===== src/rbf_pkg.sv =====
`timescale 1ns / 1ps
// Shared types, codes and constants of the replay buffer frontend
package rbf_pkg;

  // default parameter values
  localparam int REPLAY_SLOTS_DEF = 32;
  localparam int OPCODE_SHIFT_DEF = 24;

  // depth of the command queue between front and back (power of two)
  localparam int CMD_QUEUE_DEPTH = 4;

  // replay word layout
  localparam int FIELD_W   = 10;
  localparam int LEN_LSB   = 4;
  localparam int START_LSB = 14;
  localparam int LOAD_BIT  = 0;
  localparam int EXEC_BIT  = 1;

  // configuration register indexes
  localparam int CFG_INDEX_W = 2;
  localparam logic [CFG_INDEX_W-1:0] CFG_TRACE_LIMIT   = 2'd0;
  localparam logic [CFG_INDEX_W-1:0] CFG_NOP_OPCODE    = 2'd1;
  localparam logic [CFG_INDEX_W-1:0] CFG_REPLAY_OPCODE = 2'd2;

  // configuration reset values
  localparam logic [31:0] TRACE_LIMIT_RST   = 32'd65536;
  localparam logic [7:0]  NOP_OPCODE_RST    = 8'h02;
  localparam logic [7:0]  REPLAY_OPCODE_RST = 8'h04;

  // result status codes
  localparam logic [1:0] STATUS_OK    = 2'd0;
  localparam logic [1:0] STATUS_RANGE = 2'd1;
  localparam logic [1:0] STATUS_LIMIT = 2'd2;

  // command kinds
  typedef logic [1:0] cmd_kind_t;
  localparam cmd_kind_t CMD_EMIT  = 2'd0;
  localparam cmd_kind_t CMD_RUN   = 2'd1;
  localparam cmd_kind_t CMD_ERROR = 2'd2;

  typedef struct packed {
    cmd_kind_t   kind;
    logic [31:0] word;
  } cmd_t;

  typedef struct packed {
    logic [31:0] trace_limit;
    logic [7:0]  nop_opcode;
    logic [7:0]  replay_opcode;
  } cfg_t;

  // replay word fields
  function automatic logic [FIELD_W-1:0] replay_len(input logic [31:0] w);
    return w[LEN_LSB +: FIELD_W];
  endfunction

  function automatic logic [FIELD_W-1:0] replay_start(input logic [31:0] w);
    return w[START_LSB +: FIELD_W];
  endfunction

endpackage


===== src/rbf_ram.sv =====
`timescale 1ns / 1ps
// Generic single write port RAM with one registered read port
module rbf_ram #(
  parameter int WIDTH = 32,
  parameter int DEPTH = 32,
  localparam int ADDR_W = (DEPTH > 1) ? $clog2(DEPTH) : 1
) (
  input  logic              clk,
  input  logic              we,
  input  logic [ADDR_W-1:0] waddr,
  input  logic [WIDTH-1:0]  wdata,
  input  logic [ADDR_W-1:0] raddr,
  output logic [WIDTH-1:0]  rdata
);

  logic [WIDTH-1:0] mem [DEPTH];

  // write port
  always_ff @(posedge clk) begin
    if (we) begin
      mem[waddr] <= wdata;
    end
  end

  // registered read
  always_ff @(posedge clk) begin
    rdata <= mem[raddr];
  end

endmodule


===== src/rbf_cmd_queue.sv =====
`timescale 1ns / 1ps
// Short command queue between the front and back parts
module rbf_cmd_queue (
  input  logic          clk,
  input  logic          rst,
  input  logic          push_valid,
  output logic          push_ready,
  input  rbf_pkg::cmd_t push_cmd,
  output logic          pop_valid,
  input  logic          pop_ready,
  output rbf_pkg::cmd_t pop_cmd
);

  import rbf_pkg::*;

  localparam int PTR_W = (CMD_QUEUE_DEPTH > 1) ? $clog2(CMD_QUEUE_DEPTH) : 1;
  localparam int CNT_W = $clog2(CMD_QUEUE_DEPTH + 1);
  localparam logic [CNT_W-1:0] FULL_CNT = CNT_W'(CMD_QUEUE_DEPTH);

  cmd_t             entries [CMD_QUEUE_DEPTH];
  logic [PTR_W-1:0] wr_ptr;
  logic [PTR_W-1:0] rd_ptr;
  logic [CNT_W-1:0] count;
  logic             push;
  logic             pop;

  assign push_ready = (count != FULL_CNT);
  assign pop_valid  = (count != '0);
  assign pop_cmd    = entries[rd_ptr];
  assign push       = push_valid && push_ready;
  assign pop        = pop_valid && pop_ready;

  // pointers and fill level (depth is a power of two, pointers wrap)
  always_ff @(posedge clk) begin
    if (rst) begin
      wr_ptr <= '0;
      rd_ptr <= '0;
      count  <= '0;
    end else begin
      if (push) begin
        wr_ptr <= wr_ptr + 1'b1;
      end
      if (pop) begin
        rd_ptr <= rd_ptr + 1'b1;
      end
      if (push && !pop) begin
        count <= count + 1'b1;
      end else if (pop && !push) begin
        count <= count - 1'b1;
      end
    end
  end

  // entry storage
  always_ff @(posedge clk) begin
    if (push) begin
      entries[wr_ptr] <= push_cmd;
    end
  end

endmodule


===== src/rbf_front.sv =====
`timescale 1ns / 1ps
// Front part: accepts instruction words, captures into the buffer, queues commands
module rbf_front #(
  parameter int REPLAY_SLOTS = rbf_pkg::REPLAY_SLOTS_DEF,
  parameter int OPCODE_SHIFT = rbf_pkg::OPCODE_SHIFT_DEF,
  localparam int ADDR_W = (REPLAY_SLOTS > 1) ? $clog2(REPLAY_SLOTS) : 1
) (
  input  logic              clk,
  input  logic              rst,
  input  rbf_pkg::cfg_t     cfg,
  input  logic              in_valid,
  output logic              in_ready,
  input  logic [31:0]       instr_word,
  output logic              cmd_valid,
  input  logic              cmd_ready,
  output rbf_pkg::cmd_t     cmd,
  input  logic              run_done,
  output logic              ram_we,
  output logic [ADDR_W-1:0] ram_waddr,
  output logic [31:0]       ram_wdata
);

  import rbf_pkg::*;

  localparam int CNT_W  = $clog2(REPLAY_SLOTS + 1);
  localparam int PEND_W = $clog2(CMD_QUEUE_DEPTH + 2);
  localparam int WIDE_W = FIELD_W + 1;
  localparam logic [WIDE_W-1:0] SLOTS_WIDE = WIDE_W'(REPLAY_SLOTS);
  localparam logic [CNT_W-1:0]  SLOTS_CNT  = CNT_W'(REPLAY_SLOTS);
  localparam logic [ADDR_W-1:0] LAST_ADDR  = ADDR_W'(REPLAY_SLOTS - 1);

  logic              clearing;
  logic [ADDR_W-1:0] clear_addr;
  logic [CNT_W-1:0]  cap_slot;
  logic [CNT_W-1:0]  cap_rem;
  logic              cap_echo;
  logic [PEND_W-1:0] run_pend;

  logic               accept;
  logic               capturing;
  logic               is_replay;
  logic [FIELD_W-1:0] f_len;
  logic [FIELD_W-1:0] f_start;
  logic [WIDE_W-1:0]  f_end;
  logic               range_bad;
  logic               run_push;

  // decode of the incoming word
  assign capturing = (cap_rem != '0);
  assign is_replay = ((instr_word >> OPCODE_SHIFT) == {24'd0, cfg.replay_opcode});
  assign f_len     = replay_len(instr_word);
  assign f_start   = replay_start(instr_word);
  assign f_end     = {1'b0, f_start} + {1'b0, f_len};
  assign range_bad = ({1'b0, f_start} >= SLOTS_WIDE) || ({1'b0, f_len} > SLOTS_WIDE) ||
                     (f_end > SLOTS_WIDE);

  // captures wait while a replay run that may read the buffer is outstanding
  assign in_ready = !clearing && cmd_ready && !(capturing && run_pend != '0);
  assign accept   = in_valid && in_ready;

  // command to the back part
  always_comb begin
    cmd_valid = 1'b0;
    cmd.kind  = CMD_EMIT;
    cmd.word  = instr_word;
    if (accept) begin
      if (capturing) begin
        cmd_valid = cap_echo;
      end else if (is_replay) begin
        if (range_bad) begin
          cmd_valid = 1'b1;
          cmd.kind  = CMD_ERROR;
        end else if (!instr_word[LOAD_BIT] && f_len != '0) begin
          cmd_valid = 1'b1;
          cmd.kind  = CMD_RUN;
        end
      end else begin
        cmd_valid = 1'b1;
      end
    end
  end

  assign run_push = cmd_valid && (cmd.kind == CMD_RUN);

  // buffer write port: clearing pass, then captured words
  assign ram_we    = clearing || (accept && capturing && cap_slot < SLOTS_CNT);
  assign ram_waddr = clearing ? clear_addr : cap_slot[ADDR_W-1:0];
  assign ram_wdata = clearing ? 32'd0 : instr_word;

  // capture window and clearing state
  always_ff @(posedge clk) begin
    if (rst) begin
      clearing   <= 1'b1;
      clear_addr <= '0;
      cap_slot   <= '0;
      cap_rem    <= '0;
      cap_echo   <= 1'b0;
    end else begin
      if (clearing) begin
        if (clear_addr == LAST_ADDR) begin
          clearing <= 1'b0;
        end else begin
          clear_addr <= clear_addr + 1'b1;
        end
      end
      if (accept) begin
        if (capturing) begin
          cap_slot <= cap_slot + 1'b1;
          cap_rem  <= cap_rem - 1'b1;
        end else if (is_replay && !range_bad && instr_word[LOAD_BIT]) begin
          cap_slot <= f_start[CNT_W-1:0];
          cap_rem  <= f_len[CNT_W-1:0];
          cap_echo <= instr_word[EXEC_BIT];
        end
      end
    end
  end

  // replay runs queued or in progress in the back part
  always_ff @(posedge clk) begin
    if (rst) begin
      run_pend <= '0;
    end else if (run_push && !run_done) begin
      run_pend <= run_pend + 1'b1;
    end else if (run_done && !run_push) begin
      run_pend <= run_pend - 1'b1;
    end
  end

endmodule


===== src/rbf_back.sv =====
`timescale 1ns / 1ps
// Back part: carries out commands, replays buffer ranges, enforces the trace limit
module rbf_back #(
  parameter int REPLAY_SLOTS = rbf_pkg::REPLAY_SLOTS_DEF,
  parameter int OPCODE_SHIFT = rbf_pkg::OPCODE_SHIFT_DEF,
  localparam int ADDR_W = (REPLAY_SLOTS > 1) ? $clog2(REPLAY_SLOTS) : 1
) (
  input  logic              clk,
  input  logic              rst,
  input  rbf_pkg::cfg_t     cfg,
  input  logic              cmd_valid,
  output logic              cmd_ready,
  input  rbf_pkg::cmd_t     cmd,
  output logic              run_done,
  output logic [ADDR_W-1:0] ram_raddr,
  input  logic [31:0]       ram_rdata,
  output logic              out_valid,
  input  logic              out_ready,
  output logic [31:0]       out_word,
  output logic [1:0]        status,
  output logic              last
);

  import rbf_pkg::*;

  localparam int WIDE_W = FIELD_W + 1;

  localparam logic [1:0] B_IDLE  = 2'd0;
  localparam logic [1:0] B_RUN   = 2'd1;
  localparam logic [1:0] B_FLUSH = 2'd2;

  logic [1:0]        state, state_next;
  logic [ADDR_W-1:0] idx, idx_next;
  logic [ADDR_W-1:0] last_idx, last_idx_next;
  logic              failed, failed_next;
  logic [31:0]       count, count_next;
  logic              p_valid, p_valid_next;
  logic [31:0]       p_word, p_word_next;
  logic [1:0]        p_status, p_status_next;
  logic              out_valid_next;
  logic [31:0]       out_word_next;
  logic [1:0]        status_next;
  logic              last_next;

  logic               o_free;
  logic               over;
  logic               h_nop;
  logic               r_nop;
  logic               can_step;
  logic [FIELD_W-1:0] h_start;
  logic [WIDE_W-1:0]  h_end_idx;

  function automatic logic is_nop(input logic [31:0] w, input logic [7:0] op);
    return (w >> OPCODE_SHIFT) == {24'd0, op};
  endfunction

  assign o_free    = !out_valid || out_ready;
  assign over      = (count >= cfg.trace_limit);
  assign h_nop     = is_nop(cmd.word, cfg.nop_opcode);
  assign r_nop     = is_nop(ram_rdata, cfg.nop_opcode);
  assign h_start   = replay_start(cmd.word);
  assign h_end_idx = {1'b0, h_start} + {1'b0, replay_len(cmd.word)} - 1'b1;
  assign can_step  = r_nop || !p_valid || o_free;

  // command sequencer; a replay run keeps one result held back so that the
  // last marker lands on the final result of the run
  always_comb begin
    state_next     = state;
    idx_next       = idx;
    last_idx_next  = last_idx;
    failed_next    = failed;
    count_next     = count;
    p_valid_next   = p_valid;
    p_word_next    = p_word;
    p_status_next  = p_status;
    out_valid_next = out_valid && !out_ready;
    out_word_next  = out_word;
    status_next    = status;
    last_next      = last;
    cmd_ready      = 1'b0;
    run_done       = 1'b0;
    ram_raddr      = idx;
    case (state)
      B_IDLE: begin
        ram_raddr = h_start[ADDR_W-1:0];
        if (cmd_valid) begin
          case (cmd.kind)
            CMD_RUN: begin
              cmd_ready = 1'b1;
              if (failed) begin
                run_done = 1'b1;
              end else begin
                state_next    = B_RUN;
                idx_next      = h_start[ADDR_W-1:0];
                last_idx_next = h_end_idx[ADDR_W-1:0];
              end
            end
            CMD_EMIT: begin
              if (o_free) begin
                cmd_ready = 1'b1;
                if (!failed && !h_nop) begin
                  out_valid_next = 1'b1;
                  last_next      = 1'b1;
                  if (over) begin
                    failed_next   = 1'b1;
                    out_word_next = 32'd0;
                    status_next   = STATUS_LIMIT;
                  end else begin
                    count_next    = count + 1'b1;
                    out_word_next = cmd.word;
                    status_next   = STATUS_OK;
                  end
                end
              end
            end
            CMD_ERROR: begin
              if (o_free) begin
                cmd_ready = 1'b1;
                if (!failed) begin
                  failed_next    = 1'b1;
                  out_valid_next = 1'b1;
                  out_word_next  = 32'd0;
                  status_next    = STATUS_RANGE;
                  last_next      = 1'b1;
                end
              end
            end
            default: begin
              cmd_ready = 1'b1;
            end
          endcase
        end
      end
      B_RUN: begin
        if (can_step) begin
          if (!r_nop) begin
            // pass the held result on, it is not the last one
            if (p_valid) begin
              out_valid_next = 1'b1;
              out_word_next  = p_word;
              status_next    = p_status;
              last_next      = 1'b0;
            end
            p_valid_next = 1'b1;
            if (over) begin
              failed_next   = 1'b1;
              p_word_next   = 32'd0;
              p_status_next = STATUS_LIMIT;
            end else begin
              count_next    = count + 1'b1;
              p_word_next   = ram_rdata;
              p_status_next = STATUS_OK;
            end
          end
          if (!r_nop && over) begin
            state_next = B_FLUSH;
          end else if (idx == last_idx) begin
            state_next = B_FLUSH;
          end else begin
            idx_next  = idx + 1'b1;
            ram_raddr = idx + 1'b1;
          end
        end
      end
      B_FLUSH: begin
        if (!p_valid) begin
          state_next = B_IDLE;
          run_done   = 1'b1;
        end else if (o_free) begin
          out_valid_next = 1'b1;
          out_word_next  = p_word;
          status_next    = p_status;
          last_next      = 1'b1;
          p_valid_next   = 1'b0;
          state_next     = B_IDLE;
          run_done       = 1'b1;
        end
      end
      default: begin
        state_next = B_IDLE;
      end
    endcase
  end

  // control state
  always_ff @(posedge clk) begin
    if (rst) begin
      state     <= B_IDLE;
      failed    <= 1'b0;
      count     <= '0;
      p_valid   <= 1'b0;
      out_valid <= 1'b0;
    end else begin
      state     <= state_next;
      failed    <= failed_next;
      count     <= count_next;
      p_valid   <= p_valid_next;
      out_valid <= out_valid_next;
    end
  end

  // run indexes and result payload
  always_ff @(posedge clk) begin
    idx      <= idx_next;
    last_idx <= last_idx_next;
    p_word   <= p_word_next;
    p_status <= p_status_next;
    out_word <= out_word_next;
    status   <= status_next;
    last     <= last_next;
  end

endmodule


===== src/replay_buffer_frontend_unit.sv =====
`timescale 1ns / 1ps
// Top level of the replay buffer frontend: configuration registers and part wiring
//
// Instruction words enter on the input channel and results leave on the output channel.
// A plain word, or a word inside an execute-while-loading capture window, passes at one
// transfer per cycle through the front part, the command queue and the back part while the
// back part is idle and the output side takes results. In the back part a replay run of n
// buffer words takes the command, reads one buffer word per cycle while the output side
// takes results, and releases its final result. The queue keeps taking words meanwhile,
// but a capture word waits until every outstanding run has finished reading the buffer.
// Results leave through an output register at one per cycle while the output side
// takes them. After reset the buffer is cleared slot by slot, during which no input is
// taken; configuration writes are taken at any time, one per cycle.
module replay_buffer_frontend_unit #(
  parameter int REPLAY_SLOTS = rbf_pkg::REPLAY_SLOTS_DEF,
  parameter int OPCODE_SHIFT = rbf_pkg::OPCODE_SHIFT_DEF
) (
  input  logic                            clk,
  input  logic                            rst,
  input  logic                            cfg_valid,
  output logic                            cfg_ready,
  input  logic [rbf_pkg::CFG_INDEX_W-1:0] cfg_index,
  input  logic [31:0]                     cfg_data,
  input  logic                            in_valid,
  output logic                            in_ready,
  input  logic [31:0]                     instr_word,
  output logic                            out_valid,
  input  logic                            out_ready,
  output logic [31:0]                     out_word,
  output logic [1:0]                      status,
  output logic                            last
);

  import rbf_pkg::*;

  localparam int ADDR_W = (REPLAY_SLOTS > 1) ? $clog2(REPLAY_SLOTS) : 1;

  cfg_t              cfg;
  logic              f_cmd_valid;
  logic              f_cmd_ready;
  cmd_t              f_cmd;
  logic              b_cmd_valid;
  logic              b_cmd_ready;
  cmd_t              b_cmd;
  logic              run_done;
  logic              ram_we;
  logic [ADDR_W-1:0] ram_waddr;
  logic [31:0]       ram_wdata;
  logic [ADDR_W-1:0] ram_raddr;
  logic [31:0]       ram_rdata;

  // configuration registers
  assign cfg_ready = 1'b1;

  always_ff @(posedge clk) begin
    if (rst) begin
      cfg.trace_limit   <= TRACE_LIMIT_RST;
      cfg.nop_opcode    <= NOP_OPCODE_RST;
      cfg.replay_opcode <= REPLAY_OPCODE_RST;
    end else if (cfg_valid) begin
      case (cfg_index)
        CFG_TRACE_LIMIT:   cfg.trace_limit   <= cfg_data;
        CFG_NOP_OPCODE:    cfg.nop_opcode    <= cfg_data[7:0];
        CFG_REPLAY_OPCODE: cfg.replay_opcode <= cfg_data[7:0];
        default: begin
        end
      endcase
    end
  end

  // front part
  rbf_front #(
    .REPLAY_SLOTS (REPLAY_SLOTS),
    .OPCODE_SHIFT (OPCODE_SHIFT)
  ) u_front (
    .clk        (clk),
    .rst        (rst),
    .cfg        (cfg),
    .in_valid   (in_valid),
    .in_ready   (in_ready),
    .instr_word (instr_word),
    .cmd_valid  (f_cmd_valid),
    .cmd_ready  (f_cmd_ready),
    .cmd        (f_cmd),
    .run_done   (run_done),
    .ram_we     (ram_we),
    .ram_waddr  (ram_waddr),
    .ram_wdata  (ram_wdata)
  );

  // command queue
  rbf_cmd_queue u_queue (
    .clk        (clk),
    .rst        (rst),
    .push_valid (f_cmd_valid),
    .push_ready (f_cmd_ready),
    .push_cmd   (f_cmd),
    .pop_valid  (b_cmd_valid),
    .pop_ready  (b_cmd_ready),
    .pop_cmd    (b_cmd)
  );

  // replay buffer
  rbf_ram #(
    .WIDTH (32),
    .DEPTH (REPLAY_SLOTS)
  ) u_ram (
    .clk   (clk),
    .we    (ram_we),
    .waddr (ram_waddr),
    .wdata (ram_wdata),
    .raddr (ram_raddr),
    .rdata (ram_rdata)
  );

  // back part
  rbf_back #(
    .REPLAY_SLOTS (REPLAY_SLOTS),
    .OPCODE_SHIFT (OPCODE_SHIFT)
  ) u_back (
    .clk       (clk),
    .rst       (rst),
    .cfg       (cfg),
    .cmd_valid (b_cmd_valid),
    .cmd_ready (b_cmd_ready),
    .cmd       (b_cmd),
    .run_done  (run_done),
    .ram_raddr (ram_raddr),
    .ram_rdata (ram_rdata),
    .out_valid (out_valid),
    .out_ready (out_ready),
    .out_word  (out_word),
    .status    (status),
    .last      (last)
  );

endmodule


===== config.mk =====
export PLATFORM = sky130hd
export DESIGN_NAME = replay_buffer_frontend_unit
export DESIGN_NICKNAME = d
export VERILOG_FILES = /design/src/rbf_pkg.sv /design/src/rbf_ram.sv /design/src/rbf_cmd_queue.sv /design/src/rbf_front.sv /design/src/rbf_back.sv /design/src/replay_buffer_frontend_unit.sv
export SDC_FILE = /design/constraint.sdc
export NUM_CORES = 2
export LEC_CHECK = 0
export BUFFER_PORTS_ARGS = -buffer_cell sky130_fd_sc_hd__buf_2
export CAP_MARGIN = 10
export CORE_MARGIN = 2
export CORE_UTILIZATION = 55
export DETAILED_ROUTE_END_ITERATION = 7
export GPL_TIMING_DRIVEN = 0
export PLACE_DENSITY = 0.71
export SETUP_SLACK_MARGIN = 0.15
export SYNTH_ARGS = -nofsm -noshare
export SYNTH_HDL_FRONTEND = slang
export SYNTH_HIERARCHICAL = 1
export SYNTH_SLANG_ARGS = --single-unit

===== constraint.sdc =====
create_clock -name clk -period 8.2 [get_ports clk]
set_clock_uncertainty 0.1 [all_clocks]
set_input_delay 1.64 -clock clk [delete_from_list [all_inputs] [get_ports clk]]
set_output_delay 1.64 -clock clk [all_outputs]
set_load 0.02 [all_outputs]

# Yosys cells after proc, flatten, opt, wreduce, memory -nomap -nowiden
# Memories as Yosys holds them, arrays and structs flattened. A register that Yosys moved wholly into a read port is not among the register bits.
# Cells that the tools add are included.
[totals]
output_inout_bits = 38
register_bits = 193
in_bits = 71
word_cells = 271
ram_bits = 1160
mem_count = 2
[classes]
n_mux = 124
n_bitwise = 4
n_addsub = 14
magnitude_cmp = 5
eq_ne = 31
reduce_logical = 67
[mem_list]
columns = ["memory", "words", "word_bits", "read_ports", "rd_ports_with_merged_regs", "wr", "line", "rtl"]
rows = [
  ["u_ram.mem", 32, 32, 1, 1, 1, "rbf_ram.sv:16", "logic [WIDTH-1:0] mem [DEPTH];"],
  ["u_queue.entries", 4, 34, 1, 1, 1, "rbf_cmd_queue.sv:20", "cmd_t entries [CMD_QUEUE_DEPTH];"],
]
[ops]
columns = ["cell", "n"]
rows = [
  ["$mux W32", 19],
  ["$pmux W32 S2", 2],
  ["$pmux W32 S3", 1],
  ["$mux W1", 50],
  ["$mux W2", 24],
  ["$mux W5", 7],
  ["$add A32 B1 Y32 const B", 1],
  ["$ge A32 B32 Y1", 1],
  ["$eq A8 B8 Y1", 3],
  ["$mux W6", 4],
  ["$pmux W5 S2", 2],
  ["$logic_and A1 B1 Y1", 19],
  ["$logic_not A1 Y1", 14],
  ["$mux W3", 4],
  ["$ne A2 B1 Y1 const B", 6],
  ["$ne A3 B3 Y1 const B", 4],
  ["$pmux W1 S2", 6],
  ["$pmux W2 S3", 2],
  ["$reduce_and A12 Y1", 1],
  ["$add A10 B10 Y11", 1],
  ["$gt A11 B6 Y1 const B", 1],
  ["$add A5 B1 Y5 const B", 2],
  ["$ge A10 B6 Y1 const B", 1],
  ["$gt A10 B6 Y1 const B", 1],
  ["other kinds (31)", 69],
]

# Depth between registers and ports, before layout
[depth]
depth_word = 13
depth_mapped = 18
depth_no_buf = 17

# Hierarchy
# The synthesis kept the hierarchy.
[by_module_without_submodules]
columns = ["mod", "cells_per_inst", "area_per_inst_um2", "instances", "seq_area_each_um2"]
rows = [
  ["rbf_ram", 2260, 40496.3, 1, 31390.1],
  ["rbf_back", 655, 6647.6, 1, 3083.0],
  ["rbf_cmd_queue", 226, 5420.2, 1, 4264.1],
  ["rbf_front", 312, 2396.0, 1, 440.4],
  ["replay_buffer_frontend_unit", 198, 2097.0, 1, 960.9],
]

# Worst setup path before layout
# OpenSTA, ideal clock, no wires.
[synth_path]
kind = "input to register"
start = "input out_ready"
end = "register u_back.last (enable)"
setup_ps = 616
cell_stages = 4
arrival_ps = 7673
n_path_buf = 0
t_required_ps = 7484
setup_slack_ps = -189
cell_sequence = "nand2b_1 o2111ai_1 a22o_1 a2111oi_0"
[synth_between]
elab_chain_cells = 4
elab_cells_between_ends = 7
classes_between = "eq/ne (4); reduce/logical (3)"
[synth_lines]
columns = ["element", "line", "rtl"]
rows = [
  ["start: declaration", "replay_buffer_frontend_unit.sv:28", "input logic out_ready,"],
  ["$logic_or A1 B1 Y1 *", "rbf_back.sv:57", "assign o_free = !out_valid || out_ready;"],
  ["$logic_or A1 B1 Y1", "rbf_back.sv:63", "assign can_step = r_nop || !p_valid || o_free;"],
  ["$ne A2 B1 Y1 (no source line)", "-", ""],
  ["$reduce_and A12 Y1 (no source line) *", "-", ""],
  ["end signal: assignment", "rbf_back.sv:210", "last <= last_next;"],
  ["end: declaration", "rbf_back.sv:21", "output logic last"],
]
# Every way passes the cells marked *; elsewhere a longest branch is shown, timed or not.
# A chain may end at the register's enable or synchronous reset.

# Final worst setup path
[layout_path]
start = "register cfg[46] (netlist name)"
end = "register u_ram.rdata[24], read port of u_ram.mem"
[layout_between]
elab_chain_cells = 5
[layout_lines]
columns = ["element", "line", "rtl"]
rows = [
  ["$ge A32 B32 Y1", "rbf_back.sv:58", "assign over = (count >= cfg.trace_limit);"],
  ["$logic_and A1 B1 Y1", "rbf_back.sv:155", "if (!r_nop && over) begin"],
  ["$mux W5 (2 in a row)", "-", ""],
  ["$pmux W5 S2", "rbf_back.sv:83", "case (state)"],
  ["net ram_raddr[1]", "replay_buffer_frontend_unit.sv:49", "logic [ADDR_W-1:0] ram_raddr;"],
  ["end: declaration", "rbf_ram.sv:13", "output logic [WIDTH-1:0] rdata"],
]
# The timed path passes the listed nets, and every way through them passes these cells.

==> impl_metrics.json <==
{
  "outcome": "finished, final reports clean",
  "cts_tree": "done",
  "drt_wl_total_um": 137000,
  "place_congestion": 0.893,
  "cts.root.buffer_cell": "clkbuf_16",
  "wl_per_cell_um": 25.1,
  "grt_pass1_vias": 32200,
  "hp-class": "register to register",
  "synth_top_area_cell": "edfxtp_1",
  "p_leak_nw": 23.6,
  "synth_top_cells_by_area": "edfxtp_1, mux2i_1, dfxtp_1, a22o_1, ha_1",
  "switching_share_pct": 22.9,
  "syn_area_per_cell_um2": 15.6,
  "finalNetCount": 4113,
  "irDropWorstVdd_v": 0.000209,
  "htreeDepth": 4,
  "final_util_pct": 63.3,
  "place_area_mm2": 0.0609,
  "power_density_mw_per_mm2": 232,
  "drive_gt1_share_pct": 15.7,
  "cp.required_ns": 8.60,
  "pwr-share-clk_pct": 40.3,
  "grt_setup_unrepaired": "no",
  "clk_latency_ns": 0.74,
  "synth_cells": 3651,
  "grt-ovfl-total": 0,
  "cp-end-kind": "register",
  "setup_viol": 0,
  "layout.cells.most_common": "edfxtp_1",
  "sequentialPowerShare_pct": 51.5,
  "multi_input_area_mm2": 0.0156,
  "p_sw_mw": 3.48,
  "ys_seq_area_share_pct": 70.3,
  "initial_core_util_pct": 55.3,
  "drtPass1Iterations": 5,
  "synth_area_mm2": 0.0571,
  "tns_ns": 0,
  "drt-vias-per-instance": 6.01,
  "synthArstFlopShare_pct": 0,
  "design_area_mm2": 0.0653,
  "worstPathArrival_ns": 6.43,
  "pwr-share-comb_pct": 8.2,
  "final_cell_mix": "edfxtp_1, mux2i_1, a21oi_1, nand2_1, buf_2",
  "slew_violations": 0,
  "rows": 118,
  "core_area_mm2": 0.103,
  "finalHoldViolCount": 0,
  "drc": 0,
  "drt_iter0_drc": 3188,
  "antenna_found_initial": 3,
  "fmax_mhz": 166,
  "cts_buffers": 140,
  "die_area_mm2": 0.106,
  "netlist.area_leader.share_pct": 65.2,
  "grt_max_degree": 34,
  "postCtsSetupBuffers": 0,
  "seq_area_mm2": 0.0401,
  "worstSetupPathType": "register to register",
  "layout_min_cycle_time_ns": 6.03,
  "dp_hpwl_um": 94300,
  "worst_setup_path_start_kind": "register",
  "cts_resized": 0,
  "yosysWarnings": 6,
  "ant_nets": 0,
  "clock-sinks": 1386,
  "relSlewSlack_pct": 23.4,
  "clockBufferDepth": 3,
  "ys.flop_type": "edfxtp_1",
  "io_pins": 109,
  "clkSlewWorstSetupHoldPaths_ns": 0.06,
  "vias": 32800,
  "intPower_mw": 11.7,
  "grt.total_usage_pct": 25.7,
  "area_delta_synth_final_pct": 14.4,
  "synth-edff-count": 1238,
  "fp.dieW_um": 326,
  "maxCapViolations": 0,
  "cp_max_fo": 10,
  "worst_pin_slew_ns": 1.15,
  "die_y_um": 326,
  "grt_pass1_wl_um": 203000,
  "yosys.cell_types.count": 82,
  "ctsHoldBuffers": 0,
  "ys_ff_latch": 1386,
  "nFillCells": 7322,
  "synth_fp_nets": 3791,
  "post-route-period-util_pct": 73.5,
  "portBuffers": 107,
  "antennaDiodeCount": 0
}
==> worst paths after layout <==
kind,end,slack (ns),start,depth (start not counted)
setup reg to reg,u_ram/rdata[24],2.17,cfg[46],15
hold reg to reg,cfg[25],0.37,cfg[25],2
setup / recovery,u_ram/rdata[24],2.17,cfg[46],15
hold / removal,cfg[25],0.37,cfg[25],2
==> Yosys cell counts (21+ instances only) <==
cell type and n:
edfxtp_1 1238, mux2i_1 573, a21oi_1 155, nand2_1 154, dfxtp_1 148, nand3_1 123, nor2_1 107, a22oi_1 99
a22o_1 98, nand2b_1 89, clkbuf_1 86, inv_1 78, buf_4 69, ha_1 65, nor3_1 58, nor2b_1 46
buf_2 42, and3_1 40, a31oi_1 39, mux4_2 30, xor2_1 30, o21ai_0 26, nand4_1 21
==> routing by layer <==
metal  track usage (%)  vias to the layer above  wire, um
li1                  -                    14700         -
met1              34.5                    16400     55400
met2              42.2                     1429     66400
met3              5.08                      234     11000
met4              8.79                        2      4160
met5                 0                        -        11
==> state kept, by name, summed over array words and instances, names as in the netlist, 3 cells and up, named ones only <==
name                count
u_back/count           32
u_ram/rdata            32
u_queue/entries       136
u_back/out_word        32
u_front/clear_addr      5
u_back/idx              5
u_front/run_pend        3
u_queue/count           3
u_front/cap_rem         6
u_front/cap_slot        6
u_back/p_word          32
u_ram/mem            1024
cfg                    48
u_back/last_idx         5
==> critical path: stages, from the launching register on <==
cell and delay [ns]:
dfxtp_1 0.33, inv_1 0.05, ha_1 0.31, nand4_1 0.15
nor4_1 0.42, nor3b_1 0.53, o31a_1 0.53, o31ai_4 0.20
mux2i_1 0.18, o21ai_1 0.78, nor2b_1 0.25, clkbuf_1 0.75
a22o_1 0.26, nor3_1 0.06, a31oi_1 0.50, nand3_1 0.35
==> per-stage QoR <==
step	power, mW	instances	hold slack, ns	setup WS (ns)
final	15.2	5461	0.370	2.17
after global routing	15.6	5461	0.389	1.94
after CTS	15.2	5460	0.375	2.38
after detailed placement	9.19	5210	0.363	1.98
after global placement	9.15	5138	0.361	-0.344
after floorplan	8.71	3651	0.349	1.51
==> power groups by stage <==
stage,Clock [mW],Combinational (mW),Sequential (mW)
6_report,6.10,1.25,7.81
3_5_place_dp,0,1.23,7.95
4_1_cts,6.18,1.24,7.81
3_3_place_gp,0,1.19,7.96
5_1_grt,6.46,1.32,7.81
2_1_floorplan,0,0.766,7.95
==> cell families (layout without fill, tap and decap cells) <==
family / after synthesis / in the layout / share of synthesized area [%]
buffers and inverters: 306 / 736 / 2.97
AO/OA/AOI/OAI: 480 / 480 / 5.78
flip-flops: 1386 / 1386 / 70.3
XOR/XNOR: 48 / 48 / 0.737
other: 1 / 1 / 0.00657
multiplexers: 628 / 628 / 11.8
adder cells (fa/ha/maj): 69 / 69 / 1.57
AND/OR/NAND/NOR: 733 / 733 / 6.76
==> final cells by class <==
type                            count  share of cell area (%)
Clock buffer                      179                    5.65
Tap cell                         1380                    2.64
Clock inverter                     71                    1.04
Buffer                            227                    2.14
Timing Repair Buffer              180                    2.76
Inverter                           79                   0.454
Sequential cell                  1386                    61.5
Multi-Input combinational cell   1959                    23.8
Note: power is estimated with default switching activity, not from simulation.
